`src/rtl/dmm_pkg.sv`:
```
// Package for the division magic multiplier core: field widths, item layout and state codes.
`timescale 1ns / 1ps

package dmm_pkg;

    localparam int DIV_W      = 31;
    localparam int MULT_W     = 33;
    localparam int SHIFT_W    = 5;
    localparam int PREC_W     = 6;
    localparam int S_TDATA_W  = 32;
    localparam int M_TDATA_W  = 48;
    localparam int M_FIELDS_W = MULT_W + 2 * SHIFT_W;

    localparam logic [PREC_W-1:0]  PREC_RESET = 6'd31;
    localparam logic [PREC_W-1:0]  PREC_MIN   = 6'd1;
    localparam logic [SHIFT_W-1:0] LOG_START  = 5'd31;

    typedef enum logic [4:0] {
        S_IDLE  = 5'b00001,
        S_LOG   = 5'b00010,
        S_DIV   = 5'b00100,
        S_HALVE = 5'b01000,
        S_DONE  = 5'b10000
    } state_t;

endpackage

```
`src/rtl/division_magic_multiplier_core.sv`:
```
// Top level of the division magic multiplier core: bit-serial divider and shift chooser.
`timescale 1ns / 1ps

// Takes a divisor d on the slave stream and returns the magic multiplier, post-shift and
// ceil(log2 d) for dividing WORD_BITS-bit values by d with a multiply-high and a shift.
// One item is worked on at a time; the next item is taken while the last result waits in
// the output register. An item with ceiling log l and k halving steps (k <= l) goes through
// a leading-one scan of d - 1, the restoring divider that produces both bounds one quotient
// bit per cycle, the halving steps and a load of the output, which waits until the output
// register is free. A zero divisor skips to the load and returns all zeros. The precision
// register is clamped to 1..WORD_BITS when used.
module division_magic_multiplier_core #(
    parameter int WORD_BITS = 32
) (
    input  logic                            clk,
    input  logic                            rst_n,
    input  logic                            cfg_wen,
    input  logic [dmm_pkg::PREC_W-1:0]      cfg_wdata,      // precision
    input  logic                            s_tvalid,
    output logic                            s_tready,
    input  logic [dmm_pkg::S_TDATA_W-1:0]   s_tdata,        // [30:0] divisor
    output logic                            m_tvalid,
    input  logic                            m_tready,
    output logic [dmm_pkg::M_TDATA_W-1:0]   m_tdata         // [32:0] multiplier,
                                                            // [37:33] post_shift,
                                                            // [42:38] ceil_log2
);

    localparam int DW = dmm_pkg::DIV_W;
    localparam int SW = dmm_pkg::SHIFT_W;
    localparam int PW = dmm_pkg::PREC_W;
    localparam int QW = WORD_BITS + 2;
    localparam int TW = $clog2(WORD_BITS + 32);

    dmm_pkg::state_t          state_reg, state_next;
    logic [PW-1:0]            prec_reg, prec_next;
    logic [DW-1:0]            d_reg, d_next;
    logic [DW-1:0]            scan_reg, scan_next;
    logic [SW-1:0]            cnt_reg, cnt_next;
    logic [SW-1:0]            l_reg, l_next;
    logic [SW-1:0]            sh_reg, sh_next;
    logic [TW-1:0]            top_reg, top_next;
    logic [TW-1:0]            hp_reg, hp_next;
    logic [TW-1:0]            idx_reg, idx_next;
    logic [DW-1:0]            rem_lo_reg, rem_lo_next;
    logic [DW-1:0]            rem_hi_reg, rem_hi_next;
    logic [QW-1:0]            lo_reg, lo_next;
    logic [QW-1:0]            hi_reg, hi_next;
    logic                     m_tvalid_reg, m_tvalid_next;
    logic [dmm_pkg::M_TDATA_W-1:0] m_tdata_reg, m_tdata_next;

    logic [PW-1:0]            prec_eff;
    logic [TW-1:0]            top_calc;
    logic                     bit_lo, bit_hi;
    logic [DW:0]              rem_lo_sh, rem_hi_sh, d_ext;
    logic [DW:0]              diff_lo, diff_hi;
    logic                     ge_lo, ge_hi;
    logic                     can_halve;
    logic [QW+dmm_pkg::MULT_W-1:0] mult_ext;
    logic                     out_free;

    assign s_tready = (state_reg == dmm_pkg::S_IDLE);
    assign m_tvalid = m_tvalid_reg;
    assign m_tdata  = m_tdata_reg;
    assign out_free = !m_tvalid_reg || m_tready;

    always_comb
    begin
        priority if (prec_reg < dmm_pkg::PREC_MIN)
        begin
            prec_eff = dmm_pkg::PREC_MIN;
        end
        else if (prec_reg > PW'(WORD_BITS))
        begin
            prec_eff = PW'(WORD_BITS);
        end
        else
        begin
            prec_eff = prec_reg;
        end
    end

    // Dividend bits: 2^top for the low bound, 2^top + 2^(top - prec) for the high bound.
    assign top_calc  = TW'(WORD_BITS) + TW'(cnt_reg);
    assign bit_lo    = (idx_reg == top_reg);
    assign bit_hi    = bit_lo || (idx_reg == hp_reg);
    assign d_ext     = {1'b0, d_reg};
    assign rem_lo_sh = {rem_lo_reg, bit_lo};
    assign rem_hi_sh = {rem_hi_reg, bit_hi};
    assign ge_lo     = (rem_lo_sh >= d_ext);
    assign ge_hi     = (rem_hi_sh >= d_ext);
    assign diff_lo   = rem_lo_sh - d_ext;
    assign diff_hi   = rem_hi_sh - d_ext;
    assign can_halve = (lo_reg[QW-1:1] < hi_reg[QW-1:1]) && (sh_reg != '0);
    assign mult_ext  = {{dmm_pkg::MULT_W{1'b0}}, hi_reg};

    always_comb
    begin
        state_next    = state_reg;
        prec_next     = cfg_wen ? cfg_wdata : prec_reg;
        d_next        = d_reg;
        scan_next     = scan_reg;
        cnt_next      = cnt_reg;
        l_next        = l_reg;
        sh_next       = sh_reg;
        top_next      = top_reg;
        hp_next       = hp_reg;
        idx_next      = idx_reg;
        rem_lo_next   = rem_lo_reg;
        rem_hi_next   = rem_hi_reg;
        lo_next       = lo_reg;
        hi_next       = hi_reg;
        m_tvalid_next = m_tvalid_reg && !m_tready;
        m_tdata_next  = m_tdata_reg;

        unique case (state_reg)
            dmm_pkg::S_IDLE:
            begin
                if (s_tvalid)
                begin
                    d_next    = s_tdata[DW-1:0];
                    scan_next = s_tdata[DW-1:0] - DW'(1);
                    cnt_next  = dmm_pkg::LOG_START;
                    if (s_tdata[DW-1:0] == '0)
                    begin
                        hi_next    = '0;
                        sh_next    = '0;
                        l_next     = '0;
                        state_next = dmm_pkg::S_DONE;
                    end
                    else
                    begin
                        state_next = dmm_pkg::S_LOG;
                    end
                end
            end
            dmm_pkg::S_LOG:
            begin
                // Bit length of d - 1 is ceil(log2 d); scan from the top bit down.
                if (scan_reg[DW-1] || (cnt_reg == '0))
                begin
                    l_next      = cnt_reg;
                    top_next    = top_calc;
                    hp_next     = top_calc - TW'(prec_eff);
                    idx_next    = top_calc;
                    rem_lo_next = '0;
                    rem_hi_next = '0;
                    lo_next     = '0;
                    hi_next     = '0;
                    state_next  = dmm_pkg::S_DIV;
                end
                else
                begin
                    scan_next = {scan_reg[DW-2:0], 1'b0};
                    cnt_next  = cnt_reg - SW'(1);
                end
            end
            dmm_pkg::S_DIV:
            begin
                rem_lo_next = ge_lo ? diff_lo[DW-1:0] : rem_lo_sh[DW-1:0];
                rem_hi_next = ge_hi ? diff_hi[DW-1:0] : rem_hi_sh[DW-1:0];
                lo_next     = {lo_reg[QW-2:0], ge_lo};
                hi_next     = {hi_reg[QW-2:0], ge_hi};
                idx_next    = idx_reg - TW'(1);
                if (idx_reg == '0)
                begin
                    sh_next    = l_reg;
                    state_next = dmm_pkg::S_HALVE;
                end
            end
            dmm_pkg::S_HALVE:
            begin
                if (can_halve)
                begin
                    lo_next = lo_reg >> 1;
                    hi_next = hi_reg >> 1;
                    sh_next = sh_reg - SW'(1);
                end
                else
                begin
                    state_next = dmm_pkg::S_DONE;
                end
            end
            dmm_pkg::S_DONE:
            begin
                // Hold until the output register is free.
                if (out_free)
                begin
                    m_tvalid_next = 1'b1;
                    m_tdata_next  = dmm_pkg::M_TDATA_W'({l_reg, sh_reg,
                                                         mult_ext[dmm_pkg::MULT_W-1:0]});
                    state_next    = dmm_pkg::S_IDLE;
                end
            end
            default:
            begin
                state_next = dmm_pkg::S_IDLE;
            end
        endcase
    end

    always_ff @(posedge clk or negedge rst_n)
    begin
        if (!rst_n)
        begin
            state_reg    <= dmm_pkg::S_IDLE;
            prec_reg     <= dmm_pkg::PREC_RESET;
            m_tvalid_reg <= 1'b0;
        end
        else
        begin
            state_reg    <= state_next;
            prec_reg     <= prec_next;
            m_tvalid_reg <= m_tvalid_next;
        end
    end

    always_ff @(posedge clk)
    begin
        d_reg       <= d_next;
        scan_reg    <= scan_next;
        cnt_reg     <= cnt_next;
        l_reg       <= l_next;
        sh_reg      <= sh_next;
        top_reg     <= top_next;
        hp_reg      <= hp_next;
        idx_reg     <= idx_next;
        rem_lo_reg  <= rem_lo_next;
        rem_hi_reg  <= rem_hi_next;
        lo_reg      <= lo_next;
        hi_reg      <= hi_next;
        m_tdata_reg <= m_tdata_next;
    end

`ifndef SYNTHESIS
    a_rem_below_divisor: assert property (@(posedge clk) disable iff (!rst_n)
        (state_reg == dmm_pkg::S_DIV) |-> ((rem_lo_reg < d_reg) && (rem_hi_reg < d_reg)))
        else $error("divider remainder not below divisor");

    a_bounds_ordered: assert property (@(posedge clk) disable iff (!rst_n)
        (state_reg == dmm_pkg::S_HALVE) |-> (lo_reg <= hi_reg))
        else $error("low bound exceeds high bound");

    a_shift_within_log: assert property (@(posedge clk) disable iff (!rst_n)
        (state_reg == dmm_pkg::S_HALVE) |-> (sh_reg <= l_reg))
        else $error("post-shift exceeds ceiling log");

    a_out_shift_le_log: assert property (@(posedge clk) disable iff (!rst_n)
        m_tvalid_reg |-> (m_tdata_reg[dmm_pkg::MULT_W +: dmm_pkg::SHIFT_W]
                          <= m_tdata_reg[dmm_pkg::MULT_W + dmm_pkg::SHIFT_W +: dmm_pkg::SHIFT_W]))
        else $error("result post-shift exceeds ceiling log");

    a_accept_starts_work: assert property (@(posedge clk) disable iff (!rst_n)
        (s_tvalid && s_tready) |=> (state_reg != dmm_pkg::S_IDLE))
        else $error("accepted item did not start work");
`endif

endmodule
```
`config.mk`:
```
export PLATFORM = sky130hd
export DESIGN_NAME = division_magic_multiplier_core
export DESIGN_NICKNAME = d
export VERILOG_FILES = /design/src/rtl/dmm_pkg.sv /design/src/rtl/division_magic_multiplier_core.sv
export SDC_FILE = /design/constraint.sdc
export NUM_CORES = 1
export LEC_CHECK = 0
export BUFFER_PORTS_ARGS = -buffer_cell sky130_fd_sc_hd__buf_2
export CORE_MARGIN = 3
export CORE_UTILIZATION = 47
export CTS_CLUSTER_SIZE = 20
export DETAILED_ROUTE_END_ITERATION = 6
export PLACE_DENSITY = 0.67
export RECOVER_POWER = 25
export SLEW_MARGIN = 20
export SYNTH_ARGS = -nofsm -noshare
export SYNTH_HDL_FRONTEND = slang
export SYNTH_SLANG_ARGS = --single-unit
```
`constraint.sdc`:
```
create_clock -name clk -period 6.5 [get_ports clk]
set_input_delay 0.65 -clock clk [delete_from_list [all_inputs] [get_ports clk]]
set_output_delay 0.65 -clock clk [all_outputs]
set_load 0.005 [all_outputs]
```
==> summary.md <==
| Metric | Value |
|---|---|
| Startpoint types | `register` |
| Top_reg_cell synth | `edfxtp_1` |
| Die width | `~190 um` |
| Worst reg2reg path depth | `16` |
| CP max stage delay | `between 0.5 and 0.6 ns` |
| Post-synth EDFFs | `approximately 270` |
| Crit path max-delay cell type | `nand2_1` |
| Clk_skew | `~0.028 ns` |
| Clock transition at path regs | `around 0.06 ns` |
| Post-route cell area | `approximately 18,000 um2` |
| Area of the multi-input gates | `about 6900 um2` |
| Met3 wirelength from detailed routing | `2.03 mm` |
| Seq cells post-synth | `279` |
| Reg-to-Reg Start | `idx_reg[2]$_DFFE_PP_` |
| Top Family by Delay on Critical Path | `compound AO/OA/AOI/OAI gates` |
| Actual slew at the worst max-slew pin | `2.02 ns` |
| DR WL met2 | `about 15 mm` |
| Area growth syn-to-layout | `12.0%` |
| Total power | `between 6 and 7 mW` |
| Fin worst setup slack | `1.42 ns` |
| Setup WS pre-CTS | `~1.5 ns` |
| Setup slack, reg-to-reg | `about 1.4 ns` |
| Vias in the first global route | `10,800` |
| Initial Util | `0.482` |
| Placed Instance Area | `16,700 um2` |
| Worst Min Path Start | `m_tready` |
| CTS tree | `built` |
| Num rows | `66` |
| Yosys warnings | `0` |
| Register Area | `8330 um2` |
| Min-Delay Path Depth | `2` |
| Wire per inst | `17.2 um` |
| Drt first pass iters | `5` |
| Failing checks | `max-capacitance violations, max-slew violations` |
| CP Cell Sequence | `xor2_1 > nor4_1 > and3_1 > a31oi_1 > ha_1 > fa_1 > nand2b_1 > a21oi_1 > o211ai_1 > a21oi_2 > a211oi_1 > a211o_1 > nand2_1 > buf_4 > nor2_1 > a211oi_1` |
| Final setup TNS | `0 ns` |
| Status | `finished, violations left` |
| DP HPWL | `between 20 and 25 mm` |
| Achievable Freq | `approximately 0.2 GHz` |
| Req. time, crit path | `just under 7 ns` |
| Critical Path Most Common Cell | `a211oi_1` |
| TritonCTS Buffers | `31` |
| Final nets | `~1,700` |
| DRC Markers | `0` |
| Final Wtd Congestion | `slightly below 0.9` |
| Max Slew Vio Count | `45` |
| DRT iter0 DRCs | `756` |
| Routed vias/inst | `between 5 and 6` |
| Fillcell total | `around 3,000` |
| Global Route Usage Sum | `0.186` |
| Finish-stage setup viols | `0` |
| Top sig layer | `met5` |
| WP buf/inv | `1` |
| Clock Path Buffers | `3` |
| First-pass GRT wire length | `~55 mm` |
| Hold Fails Final Rpt | `0` |
| Share of cells above drive strength 1 | `0.0850` |
| # diodes | `0` |
| Antenna violation net count after detailed routing | `0` |
| Crit Path Class | `register to register` |
| Hold Path Class | `input port to register` |
| Initial antenna violation count | `6` |
| Dpl cells | `1,936` |
| Skew-Pair Late Insertion Delay | `between 0.5 and 0.6 ns` |
| Final min period | `5.08 ns` |
| Max-Cap Viols | `1` |
| RSZ-0062 raised after global routing | `false` |
| Htree depth | `1` |
| Worst path arrival time | `5.44 ns` |
| Port buffer count | `86` |
| Distinct cells, synth | `74` |
| Final std cells w/o fill | `1,995` |
| Crit-path max FO | `18` |
| Relative slew margins | `-0.349` |
| Crit Reg-Reg Endpoint | `rem_hi_reg[1]$_SDFFCE_PN0P_` |
| Largest net degree at the start of global routing | `63` |
| Lkg Pwr | `around 7 nW` |
| Max IR drop VDD | `roughly 0.24 mV` |
| Hold Path End | `m_tvalid$_DFF_PN0_` |
| WL final | `approximately 34 mm` |
| DR vias | `~11,000` |
| Avg Cell Area, Syn | `10.9 um2` |
| Mapped Cells | `around 1,400` |
| Die area | `around 36,000 um2` |
| Core ar. | `32,900 um2` |
| Pwr dens | `394 nW/um2` |
| Max reg flops | `between 40 and 50` |
| Post-synth ARST share | `0.0430` |
| Crit end category | `register` |
| Wl on met1 | `~16 mm` |
| Chip Height | `190 um` |
| Sequential fraction of the synthesis area | `0.526` |
| Root Driver | `clkbuf_16` |
| Synthesized area | `15,800 um2` |
| Clk sink count | `around 280` |
| # IOs | `93` |
| GRT Residual Overflow | `0` |
| Final critical-path share of the clock period | `0.782` |
## synth_stat cells, types with 6 or more instances
cell	instances	area [um2]
a211oi_1	21	158
a21o_1	43	323
a21oi_1	87	435
a22o_1	32	280
a31oi_1	8	50.1
and2_1	9	56.3
and3_1	7	43.8
buf_2	8	40.0
buf_4	7	52.6
clkbuf_1	40	150
dfrtp_1	6	150
dfstp_2	6	158
edfxtp_1	267	8020
ha_1	105	1310
inv_1	102	383
mux2_2	6	67.6
mux2i_1	15	150
nand2_1	154	578
nand2b_1	14	87.6
nand3_1	17	85.1
nand3b_1	10	75.1
nand4_1	18	113
nor2_1	87	327
nor2b_1	9	56.3
nor3_1	30	150
nor3b_1	6	45.0
nor4_1	7	43.8
o211ai_1	9	67.6
o21a_1	15	113
o21ai_0	64	320
o21ai_1	9	45.0
o21bai_1	6	45.0
o22ai_1	38	238
or3_1	8	50.1
or4_1	6	45.0
xnor2_1	59	517
xor2_1	39	342
## kinds of logic (layout without fill, tap and decap cells)
family          count (synthesis)  in the layout  synth area share
mux                            21             21            0.0138
compound gates                380            380             0.159
simple gates                  399            399             0.120
flops                         279            279             0.526
xor+xnor                       98             98            0.0542
buf+inv                       161            263            0.0409
other cells                     1              5          0.000237
fa+ha+maj                     108            108            0.0868
## power breakdown
part / switching [mW] / leakage, nW / internal [mW]
Sequential: 0.201 / 2.61 / 2.56
Combinational: 1.53 / 3.72 / 0.919
Clock: 0.702 / 0.525 / 1.07
## how the worst max path moves through the flow
| stage | startpoint | to | slack, ns | cells after the start |
|---|---|---|---|---|
| 6_report | idx_reg[2]$_DFFE_PP_ | rem_hi_reg[1]$_SDFFCE_PN0P_ | 1.42 | 16 |
| 5_1_grt | idx_reg[2]$_DFFE_PP_ | rem_hi_reg[1]$_SDFFCE_PN0P_ | 0.99 | 16 |
| 4_1_cts | idx_reg[2]$_DFFE_PP_ | rem_hi_reg[1]$_SDFFCE_PN0P_ | 1.44 | 16 |
| 3_5_place_dp | idx_reg[2]$_DFFE_PP_ | rem_hi_reg[18]$_SDFFCE_PN0P_ | 1.47 | 16 |
| 3_3_place_gp | idx_reg[2]$_DFFE_PP_ | rem_hi_reg[0]$_SDFFCE_PN0P_ | 1.52 | 16 |
| 2_1_floorplan | lo_reg[19]$_DFFE_PP_ | lo_reg[0]$_DFFE_PP_ | 1.65 | 9 |
## routing by layer
layer / vias to the layer above / GRT usage
met1: 5360 / 0.258
met2: 274 / 0.296
met4: 12 / 0.0580
li1: 5524 / -
met5: - / 0
met3: 73 / 0.0376
## what timing repair did
action,in CTS,in global routing
buffers inserted,0,0
hold buffers,1,0
gates resized for setup,0,0
endpoints found under the hold margin,5,0
## layout by cell type, fill, tap and decap left out, types with 18 or more instances in the layout
master and instances:
edfxtp_1 267, nand2_1 153, ha_1 105, inv_1 102, nor2_1 86, a21oi_1 86, o21ai_0 64, xnor2_1 59
clkbuf_1 51, a21o_1 43, buf_2 40, xor2_1 39, o22ai_1 38, a22o_1 32, clkbuf_16 31, nor3_1 29
a211oi_1 21, nand4_1 18
## layout make-up
cell class / instances / area share
Timing Repair Buffer: 103 / 0.0282
Inverter: 102 / 0.0216
Tap cell: 442 / 0.0312
Clock buffer: 42 / 0.0500
Clock inverter: 16 / 0.00946
Sequential cell: 279 / 0.470
Multi-Input combinational cell: 1011 / 0.390
## through the flow
step                      hold slack, ns  utilization
after floorplan                    0.354            -
after global placement             0.433        0.509
after detailed placement           0.434        0.509
after CTS                          0.281        0.541
after global routing               0.304        0.539
final                              0.310        0.539
## worst reg2reg max path, stage by stage (launching register included)
cell      delay (ns)
edfxtp_1        0.50
xor2_1          0.19
nor4_1          0.36
and3_1          0.36
a31oi_1         0.15
ha_1            0.28
fa_1            0.39
nand2b_1        0.19
a21oi_1         0.21
o211ai_1        0.17
a21oi_2         0.35
a211oi_1        0.25
a211o_1         0.31
nand2_1         0.51
buf_4           0.36
nor2_1          0.07
a211oi_1        0.25
Note: power is estimated with default switching activity, not from simulation.
